<file path="src/hex_cell_isolevel_edge_crossings_top_defines.svh">
// Assertion macros shared by the edge crossing block.
`ifndef HEX_CELL_ISOLEVEL_EDGE_CROSSINGS_TOP_DEFINES_SVH
`define HEX_CELL_ISOLEVEL_EDGE_CROSSINGS_TOP_DEFINES_SVH

// Same-cycle implication, sampled on clk, off during rst.
`define HCIC_ASSERT_NOW(label, ante, cons, msg) \
  label: assert property (@(posedge clk) disable iff (rst) (ante) |-> (cons)) \
    else $error(msg);

// Next-cycle implication, sampled on clk, off during rst.
`define HCIC_ASSERT_NEXT(label, ante, cons, msg) \
  label: assert property (@(posedge clk) disable iff (rst) (ante) |=> (cons)) \
    else $error(msg);

`endif

</file>
<file path="src/hcic_pkg.sv">
// Types, constants and helper functions of the edge crossing block.
`timescale 1ns / 1ps
package hcic_pkg;

  localparam int VAL_W       = 16;
  localparam int DIST_W      = 16;
  localparam int SUM_W       = 17;
  localparam int FRAC_W      = 17;
  localparam int CORNER_W    = 3;
  localparam int NUM_CORNERS = 8;
  localparam int NUM_EDGES   = 12;
  localparam int EDGE_W      = 4;
  localparam int MAX_HITS    = 6;
  localparam int HIT_CNT_W   = 3;
  localparam int QUEUE_DEPTH_DEF = 4;

  typedef struct packed {
    logic signed [VAL_W-1:0] iso_level;
    logic signed [VAL_W-1:0] corner_value_0;
    logic signed [VAL_W-1:0] corner_value_1;
    logic signed [VAL_W-1:0] corner_value_2;
    logic signed [VAL_W-1:0] corner_value_3;
    logic signed [VAL_W-1:0] corner_value_4;
    logic signed [VAL_W-1:0] corner_value_5;
    logic signed [VAL_W-1:0] corner_value_6;
    logic signed [VAL_W-1:0] corner_value_7;
  } cell_item_t;

  typedef struct packed {
    logic                hit;
    logic [CORNER_W-1:0] first_corner;
    logic [CORNER_W-1:0] second_corner;
    logic [FRAC_W-1:0]   edge_fraction;
    logic                last;
  } edge_result_t;

  // Metadata that rides along the divider stages.
  typedef struct packed {
    logic                hit;
    logic [CORNER_W-1:0] first_corner;
    logic [CORNER_W-1:0] second_corner;
    logic                last;
  } job_meta_t;

  // One queued edge: what the back end needs to form the fraction.
  typedef struct packed {
    job_meta_t         meta;
    logic [DIST_W-1:0] dist_a;
    logic [SUM_W-1:0]  dist_sum;
  } edge_job_t;

  function automatic logic [CORNER_W-1:0] edge_first(input logic [EDGE_W-1:0] e);
    logic [CORNER_W-1:0] c;
    case (e)
      4'd0:    c = 3'd0;
      4'd1:    c = 3'd1;
      4'd2:    c = 3'd3;
      4'd3:    c = 3'd2;
      4'd4:    c = 3'd4;
      4'd5:    c = 3'd5;
      4'd6:    c = 3'd7;
      4'd7:    c = 3'd6;
      4'd8:    c = 3'd0;
      4'd9:    c = 3'd1;
      4'd10:   c = 3'd2;
      4'd11:   c = 3'd3;
      default: c = 3'd0;
    endcase
    return c;
  endfunction

  function automatic logic [CORNER_W-1:0] edge_second(input logic [EDGE_W-1:0] e);
    logic [CORNER_W-1:0] c;
    case (e)
      4'd0:    c = 3'd1;
      4'd1:    c = 3'd3;
      4'd2:    c = 3'd2;
      4'd3:    c = 3'd0;
      4'd4:    c = 3'd5;
      4'd5:    c = 3'd7;
      4'd6:    c = 3'd6;
      4'd7:    c = 3'd4;
      4'd8:    c = 3'd4;
      4'd9:    c = 3'd5;
      4'd10:   c = 3'd6;
      4'd11:   c = 3'd7;
      default: c = 3'd0;
    endcase
    return c;
  endfunction

  // Distance |level - v|; fits 16 bits unsigned.
  function automatic logic [DIST_W-1:0] dist_of(input logic signed [VAL_W-1:0] lvl,
                                                input logic signed [VAL_W-1:0] v);
    logic signed [VAL_W:0] d;
    d = (v >= lvl) ? ({v[VAL_W-1], v} - {lvl[VAL_W-1], lvl})
                   : ({lvl[VAL_W-1], lvl} - {v[VAL_W-1], v});
    return d[DIST_W-1:0];
  endfunction

  // Lowest set bit of the pending edge mask.
  function automatic logic [EDGE_W-1:0] first_edge(input logic [NUM_EDGES-1:0] m);
    logic [EDGE_W-1:0] idx;
    idx = '0;
    for (int i = NUM_EDGES - 1; i >= 0; i--) begin
      if (m[i]) idx = EDGE_W'(i);
    end
    return idx;
  endfunction

  // One restoring division step: {quotient bit, new remainder}.
  function automatic logic [SUM_W:0] div_step(input logic [SUM_W-1:0] r,
                                              input logic [SUM_W-1:0] d);
    logic [SUM_W:0] t;
    logic [SUM_W:0] diff;
    t    = {r, 1'b0};
    diff = t - {1'b0, d};
    if (t >= {1'b0, d}) return {1'b1, diff[SUM_W-1:0]};
    else return {1'b0, t[SUM_W-1:0]};
  endfunction

endpackage

</file>
<file path="src/hcic_front.sv">
// Front end: accept a cell, classify its edges, issue crossed edges or one empty job, one per cycle unless full.
`timescale 1ns / 1ps
module hcic_front (
  input  logic                clk,
  input  logic                rst,
  input  logic                item_valid,
  output logic                item_stall,
  input  hcic_pkg::cell_item_t item,
  output logic                push,
  output hcic_pkg::edge_job_t push_job,
  input  logic                full
);
  import hcic_pkg::*;

  logic                  busy;
  logic                  nohit;
  logic [NUM_EDGES-1:0]  mask;
  logic [HIT_CNT_W-1:0]  cnt;
  logic [DIST_W-1:0]     edge_da  [NUM_EDGES];
  logic [SUM_W-1:0]      edge_sum [NUM_EDGES];

  logic [VAL_W-1:0]      corner      [NUM_CORNERS];
  logic [DIST_W-1:0]     corner_dist [NUM_CORNERS];
  logic [NUM_CORNERS-1:0] up;
  logic [NUM_EDGES-1:0]  mask_in;
  logic [EDGE_W-1:0]     idx;
  logic [NUM_EDGES-1:0]  mask_rest;
  logic                  is_last;
  logic                  accept;

  always_comb begin
    corner[0] = item.corner_value_0;
    corner[1] = item.corner_value_1;
    corner[2] = item.corner_value_2;
    corner[3] = item.corner_value_3;
    corner[4] = item.corner_value_4;
    corner[5] = item.corner_value_5;
    corner[6] = item.corner_value_6;
    corner[7] = item.corner_value_7;
    for (int c = 0; c < NUM_CORNERS; c++) begin
      up[c]          = $signed(corner[c]) >= item.iso_level;
      corner_dist[c] = dist_of(item.iso_level, corner[c]);
    end
    for (int e = 0; e < NUM_EDGES; e++) begin
      mask_in[e] = up[edge_first(EDGE_W'(e))] ^ up[edge_second(EDGE_W'(e))];
    end
  end

  assign idx       = first_edge(mask);
  assign mask_rest = mask & ~(NUM_EDGES'(1) << idx);
  assign is_last   = nohit || (mask_rest == '0) || (cnt == HIT_CNT_W'(MAX_HITS - 1));
  assign push      = busy && !full;
  assign item_stall = busy && !(push && is_last);
  assign accept    = item_valid && !item_stall;

  always_comb begin
    push_job.meta.hit           = !nohit;
    push_job.meta.first_corner  = nohit ? '0 : edge_first(idx);
    push_job.meta.second_corner = nohit ? '0 : edge_second(idx);
    push_job.meta.last          = is_last;
    push_job.dist_a             = nohit ? '0 : edge_da[idx];
    // A sum of one with zero distance divides to zero for the no-crossing beat.
    push_job.dist_sum           = nohit ? SUM_W'(1) : edge_sum[idx];
  end

  always_ff @(posedge clk) begin
    if (rst) begin
      busy <= 1'b0;
    end else if (accept) begin
      busy <= 1'b1;
    end else if (push && is_last) begin
      busy <= 1'b0;
    end
  end

  always_ff @(posedge clk) begin
    if (accept) begin
      mask  <= mask_in;
      cnt   <= '0;
      nohit <= (mask_in == '0);
      for (int e = 0; e < NUM_EDGES; e++) begin
        edge_da[e]  <= corner_dist[edge_first(EDGE_W'(e))];
        edge_sum[e] <= {1'b0, corner_dist[edge_first(EDGE_W'(e))]}
                     + {1'b0, corner_dist[edge_second(EDGE_W'(e))]};
      end
    end else if (push) begin
      mask <= mask_rest;
      cnt  <= cnt + HIT_CNT_W'(1);
    end
  end

endmodule

</file>
<file path="src/hcic_queue.sv">
// Short queue of edge jobs between front and back end.
`timescale 1ns / 1ps
module hcic_queue #(
  parameter int DEPTH = hcic_pkg::QUEUE_DEPTH_DEF
) (
  input  logic                clk,
  input  logic                rst,
  input  logic                push,
  input  hcic_pkg::edge_job_t push_job,
  output logic                full,
  input  logic                pop,
  output hcic_pkg::edge_job_t pop_job,
  output logic                empty
);
  import hcic_pkg::*;

  localparam int PTR_W = (DEPTH > 1) ? $clog2(DEPTH) : 1;
  localparam int CNT_W = $clog2(DEPTH + 1);

  edge_job_t         slots [DEPTH];
  logic [PTR_W-1:0]  wr_ptr;
  logic [PTR_W-1:0]  rd_ptr;
  logic [CNT_W-1:0]  fill;

  assign full    = (fill == CNT_W'(DEPTH));
  assign empty   = (fill == '0);
  assign pop_job = slots[rd_ptr];

  always_ff @(posedge clk) begin
    if (rst) begin
      wr_ptr <= '0;
      rd_ptr <= '0;
      fill   <= '0;
    end else begin
      if (push && !full) begin
        wr_ptr <= (wr_ptr == PTR_W'(DEPTH - 1)) ? '0 : wr_ptr + PTR_W'(1);
      end
      if (pop && !empty) begin
        rd_ptr <= (rd_ptr == PTR_W'(DEPTH - 1)) ? '0 : rd_ptr + PTR_W'(1);
      end
      case ({push && !full, pop && !empty})
        2'b10:   fill <= fill + CNT_W'(1);
        2'b01:   fill <= fill - CNT_W'(1);
        default: fill <= fill;
      endcase
    end
  end

  always_ff @(posedge clk) begin
    if (push && !full) slots[wr_ptr] <= push_job;
  end

endmodule

</file>
<file path="src/hcic_back.sv">
// Back end: pipelined restoring divider, one quotient bit per stage.
`timescale 1ns / 1ps
module hcic_back (
  input  logic                  clk,
  input  logic                  rst,
  input  hcic_pkg::edge_job_t   pop_job,
  input  logic                  empty,
  output logic                  pop,
  output logic                  result_valid,
  input  logic                  result_stall,
  output hcic_pkg::edge_result_t result
);
  import hcic_pkg::*;

  localparam int NSTG = FRAC_W;

  logic [NSTG-1:0]   vld;
  logic [SUM_W-1:0]  rem  [NSTG];
  logic [SUM_W-1:0]  dvs  [NSTG];
  logic [FRAC_W-1:0] quo  [NSTG];
  job_meta_t         meta [NSTG];
  logic [SUM_W:0]    step [NSTG];
  logic              adv;
  logic              top_bit;

  // The whole pipe holds while the output beat waits.
  assign adv     = !(vld[NSTG-1] && result_stall);
  assign pop     = adv && !empty;
  assign top_bit = {1'b0, pop_job.dist_a} >= pop_job.dist_sum;

  always_comb begin
    step[0] = '0;
    for (int s = 1; s < NSTG; s++) begin
      step[s] = div_step(rem[s-1], dvs[s-1]);
    end
  end

  always_ff @(posedge clk) begin
    if (rst) begin
      vld <= '0;
    end else if (adv) begin
      vld <= {vld[NSTG-2:0], !empty};
    end
  end

  always_ff @(posedge clk) begin
    if (adv) begin
      // Distance never exceeds the sum, so the top bit is set only when equal.
      rem[0]  <= top_bit ? ({1'b0, pop_job.dist_a} - pop_job.dist_sum)
                         : {1'b0, pop_job.dist_a};
      quo[0]  <= {top_bit, {(FRAC_W-1){1'b0}}};
      dvs[0]  <= pop_job.dist_sum;
      meta[0] <= pop_job.meta;
      for (int s = 1; s < NSTG; s++) begin
        rem[s]  <= step[s][SUM_W-1:0];
        quo[s]  <= quo[s-1] | (FRAC_W'(step[s][SUM_W]) << (NSTG - 1 - s));
        dvs[s]  <= dvs[s-1];
        meta[s] <= meta[s-1];
      end
    end
  end

  assign result_valid         = vld[NSTG-1];
  assign result.hit           = meta[NSTG-1].hit;
  assign result.first_corner  = meta[NSTG-1].first_corner;
  assign result.second_corner = meta[NSTG-1].second_corner;
  assign result.edge_fraction = quo[NSTG-1];
  assign result.last          = meta[NSTG-1].last;

endmodule

</file>
<file path="src/hex_cell_isolevel_edge_crossings_top.sv">
// Top level of the iso-level edge crossing block for one hexahedral cell.
//
//   channel  direction  handshake                 beat payload
//   item     in         item_valid / item_stall    cell_item_t: level and 8 corners
//   result   out        result_valid / result_stall edge_result_t: one crossed edge
//
// The front end takes one cell and issues one edge job per cycle while the queue has room:
// one per crossed edge, capped at six, or a single empty job when no edge is crossed.
// The next cell is taken in the same cycle that the last job of this one issues.
// Each job then passes a 17-stage divider pipe, one quotient bit per stage.
// rst is synchronous and clears handshake state only; payload registers keep garbage.
// A result_stall holds the whole divider pipe; the job queue lets the front run on
// until it fills, and then item_stall rises.
`timescale 1ns / 1ps
`include "hex_cell_isolevel_edge_crossings_top_defines.svh"
module hex_cell_isolevel_edge_crossings_top #(
  parameter int QUEUE_DEPTH = hcic_pkg::QUEUE_DEPTH_DEF
) (
  input  logic                   clk,
  input  logic                   rst,
  input  logic                   item_valid,
  output logic                   item_stall,
  input  hcic_pkg::cell_item_t   item,
  output logic                   result_valid,
  input  logic                   result_stall,
  output hcic_pkg::edge_result_t result
);
  import hcic_pkg::*;

  // Jobs flowing from the classifier into the queue.
  edge_job_t push_job;
  logic      push;
  logic      full;

  // Jobs flowing from the queue into the divider.
  edge_job_t pop_job;
  logic      pop;
  logic      empty;

  // Classify edges; issue one job per crossed edge, up to six, or one empty job.
  hcic_front u_front (
    .clk        (clk),
    .rst        (rst),
    .item_valid (item_valid),
    .item_stall (item_stall),
    .item       (item),
    .push       (push),
    .push_job   (push_job),
    .full       (full)
  );

  // Decouple the classifier from the divider so each can stall alone.
  hcic_queue #(
    .DEPTH (QUEUE_DEPTH)
  ) u_queue (
    .clk      (clk),
    .rst      (rst),
    .push     (push),
    .push_job (push_job),
    .full     (full),
    .pop      (pop),
    .pop_job  (pop_job),
    .empty    (empty)
  );

  // Form the fraction da * 2^16 / (da + db) and drive the result beat.
  hcic_back u_back (
    .clk          (clk),
    .rst          (rst),
    .pop_job      (pop_job),
    .empty        (empty),
    .pop          (pop),
    .result_valid (result_valid),
    .result_stall (result_stall),
    .result       (result)
  );

  // A beat without a crossing always closes its cell.
  `HCIC_ASSERT_NOW(a_nohit_last, result_valid && !result.hit, result.last, "no-hit beat without last")

  // A crossing lies on the edge, never past its second corner.
  `HCIC_ASSERT_NOW(a_frac_range, result_valid && result.hit, result.edge_fraction <= FRAC_W'(65536), "fraction out of range")

  // A reported edge joins two distinct corners.
  `HCIC_ASSERT_NOW(a_edge_ends, result_valid && result.hit, result.first_corner != result.second_corner, "edge with equal corners")

  // A stalled result beat stays valid and unchanged.
  `HCIC_ASSERT_NEXT(a_hold_stalled, result_valid && result_stall, result_valid && $stable(result), "stalled beat changed")

endmodule

</file>
<file path="config.mk">
export PLATFORM = sky130hd
export DESIGN_NAME = hex_cell_isolevel_edge_crossings_top
export DESIGN_NICKNAME = d
export VERILOG_FILES = /design/src/hcic_pkg.sv /design/src/hcic_front.sv /design/src/hcic_queue.sv /design/src/hcic_back.sv /design/src/hex_cell_isolevel_edge_crossings_top.sv
export VERILOG_INCLUDE_DIRS = /design/src /design/src/src
export SDC_FILE = /design/constraint.sdc
export NUM_CORES = 2
export LEC_CHECK = 0
export ABC_AREA = 1
export BUFFER_PORTS_ARGS = -buffer_cell sky130_fd_sc_hd__buf_4
export CORE_UTILIZATION = 35
export DETAILED_ROUTE_END_ITERATION = 10
export PLACE_DENSITY = 0.47
export REMOVE_ABC_BUFFERS = 1
export SYNTH_ARGS = -nofsm -noshare
export SYNTH_HDL_FRONTEND = slang
export SYNTH_SLANG_ARGS = --single-unit
export TNS_END_PERCENT = 1
</file>
<file path="constraint.sdc">
create_clock -name clk -period 36.2 [get_ports clk]
set_input_delay 3.62 -clock clk [delete_from_list [all_inputs] [get_ports clk]]
set_output_delay 3.62 -clock clk [all_outputs]
set_load 0.01 [all_outputs]
</file>
==> metrics.yaml <==
outcome:
  outcome: "finished, final reports clean"
logic_synthesis:
  ys_seq_area_frac: 0.485
  ys_seq_elements: 1372
  synth_simple_gate_area_frac: 0.152
  post_synth_num_cell_types: 63
  synthCells: 8918
  async_reset_ff_frac: 0
  synth_area_leaders: "edfxtp_1 48%, ha_1 11%, nand2_1 7.5%"
  synth.avg_cell_area_um2: 9.45
  synth_fa_ha_area_frac: 0.121
  yosys_warnings: 0
  synth_top_family_by_area: "simple AND/OR/NAND/NOR gates"
  ys_dominant_reg_cell: "edfxtp_1"
  synth-edff-count: 1342
  synthXorXnorAreaFrac: 0.0577
  syn_area_mm2: 0.0843
  yosysTopAreaCellShare: 0.478
  synth_mux_area_frac: 0.000772
  synth_compound_area_frac: 0.118
  yosysTopAreaCell: "edfxtp_1"
routing:
  drc: 0
  avgViaCountPerCell: 5.14
  first_pass_iters: 9
  wl_per_cell_um: 22.0
  routed_wl_um: 273000
  drt_iter0_markers: 4981
  ant_nets: 0
  vias: 63800
clock_network:
  postCtsHoldBufs: 0
  cts_resized: 0
  cts_tree: "yes"
  root_buffer: "clkbuf_16"
  cts_buffers: 165
  clkSlewWorstSetupHoldPaths_ns: 0.06
  insertion_delay_ns: 0.84
  cts.sink_count: 1372
  clockBufferDepth: 3
  cts_setup_buffers: 0
  cts_max_level: 4
die:
  io_pins: 175
  start_util: 0.353
  fp.dieH_um: 493
  die_area_mm2: 0.243
  die_x_um: 493
  rows: 179
  core_mm2: 0.239
power_and_ir_drop:
  powerDensity_mw_per_mm2: 105
  p_total_uw: 9920
  vdd_drop_max_v: 0.0000539
  p_leak_uw: 0.0415
worst_setup_path:
  crit_type: "in -> reg"
  worst_path_largest_cell_delay_ns: 0.66
  crit_fanout: 21
  endpoint_kind: "flip-flop"
  worst_path_most_repeated_cell: "nand2_1"
  crit_required_ns: 36.79
  arrival_ns: 9.89
  crit_slowest_cell: "inv_1"
  cp-start-kind: "input pin"
sta:
  hold_violations: 0
  fin_crit_ns: 9.30
  whs_ns: 0.393
  max_freq_mhz: 107
  rsz0062_at_grt: "false"
  finalCritPeriodShare: 0.257
  clock_skew_ns: 0.0561
  tightest_slew_ns: 1.40
  tns_ns: 0
  relSlewSlack: 0.0624
  maxSlewViolCount: 0
  setup_viol: 0
final_layout:
  multiInputGateArea_mm2: 0.0380
  nets: 10100
  seqCellArea_mm2: 0.0409
  final_layout_size_suffix_gt1_frac: 0.0660
  area_growth_pct: 12.3
  layout.cells.non_filler: 12400
  finalInstanceArea_mm2: 0.0946
  fill_cells: 23700
placed_design:
  placed_cell_area_mm2: 0.0892
  dp_cells: 12100
  io_buffers: 174
  dpl.hpwl_um: 211000
  place.gp.congestion: 0.954
flow_run:
  drv_cap: 0
global_routing:
  first_global_vias: 62000
  grt.total_usage: 0.222
  antenna_found_initial: 14
  grt_pass1_wl_um: 406000
  grt_max_degree: 199
  overflow: 0
min_path:
  hold_class: "reg -> reg"
==> cells in the mapped netlist, types with 35 or more instances <==
| master | n |
|---|---|
| nand4_1 | 64 |
| o21bai_1 | 35 |
| a31oi_1 | 40 |
| inv_1 | 1148 |
| nand2_1 | 1680 |
| fa_1 | 45 |
| a21oi_1 | 943 |
| a21boi_0 | 41 |
| xor2_1 | 358 |
| clkbuf_1 | 79 |
| edfxtp_1 | 1342 |
| nor3_1 | 49 |
| nor2_1 | 583 |
| a21o_1 | 63 |
| xnor2_1 | 197 |
| buf_2 | 83 |
| nand3_1 | 594 |
| o21ai_0 | 385 |
| ha_1 | 740 |
| buf_4 | 36 |
==> registers in the layout, indices dropped and copies added, names as in the netlist, named ones only <==
register          cells
u_back.meta         136
u_back.vld           17
u_front.busy          1
u_queue.slots       164
u_back.dvs          272
u_front.mask         12
u_queue.wr_ptr        2
u_front.nohit         1
u_back.quo          153
u_queue.fill          3
u_front.edge_da     128
u_front.edge_sum    204
u_queue.rd_ptr        2
u_front.cnt           3
u_back.rem          272
==> critical path: cells and delay by family <==
kind	cells	cell delay, ns
AO/OA/AOI/OAI	5	1.71
buffers and inverters	4	1.57
AND/OR/NAND/NOR	13	1.66
adder cells (fa/ha/maj)	2	0.99
XOR/XNOR	2	0.30
==> cell type report <==
class                   instances  area share
flip-flops and latches       1372       0.432
inverters                    1157      0.0461
multi-input cells            6164       0.401
well taps                    3167      0.0419
diodes                          6    0.000159
clock buffers                 190      0.0449
clock inverters               110      0.0122
repair buffers                265      0.0213
==> placed cells by master (no fill, tap or decap), types with 26 or more instances in the layout <==
master	n
o31ai_1	32
o2111ai_1	26
a31oi_1	40
buf_4	263
xor2_1	357
clkbuf_16	166
fa_1	45
o21ai_0	384
nor2_1	579
inv_1	1144
edfxtp_1	1342
nand2_1	1676
dfxtp_1	29
nor3_1	49
nand4_1	64
a21oi_1	943
a21o_1	63
clkinv_1	42
nand3_1	594
xnor2_1	196
a21boi_0	41
o21bai_1	35
ha_1	740
==> cells by family after synthesis <==
| family | count (synthesis) |
|---|---|
| xor gates and xnor gates | 555 |
| adders and majority gates | 785 |
| and+or+nand+nor | 3065 |
| DFF | 1372 |
| AOI/OAI and AO/OA | 1753 |
| muxes | 6 |
| buffers and inverters | 1382 |
==> final timing paths <==
check,from,end,slack (ns),depth (start not counted)
min reg2reg,u_back.quo[0][209],u_back.quo[0][226],0.39,0
min,u_back.quo[0][209],u_back.quo[0][226],0.39,0
max reg2reg,u_front.mask[10],u_front.edge_sum[5][8],29.89,26
max,item[129],u_front.edge_sum[1][14],26.90,26
==> power by group <==
group          switching, uW  internal (uW)  leakage (uW)
clock network            701            955       0.00260
logic                   3310           1800        0.0251
registers                343           2810        0.0138
total                   4360           5560        0.0415
==> per-stage QoR <==
| stage | utilization | worst slack [ns] |
|---|---|---|
| global placement | 0.374 | 26.01 |
| CTS | 0.397 | 26.96 |
| floorplan | - | 4.59 |
| global route | 0.397 | 26.34 |
| detailed placement | 0.374 | 26.06 |
| finish | 0.397 | 26.90 |
==> metal layers <==
metal  track usage  part of all wire  vias to the layer above  wire length [um]
met5             0           0.00030                        -                83
met4        0.0805             0.037                       14             10100
met3        0.0295             0.049                      390             13500
met2         0.356              0.45                     1726            124000
met1         0.307              0.46                    30600            126000
li1              -                 -                    31100                 -
Power figures use the tool's default switching activity.
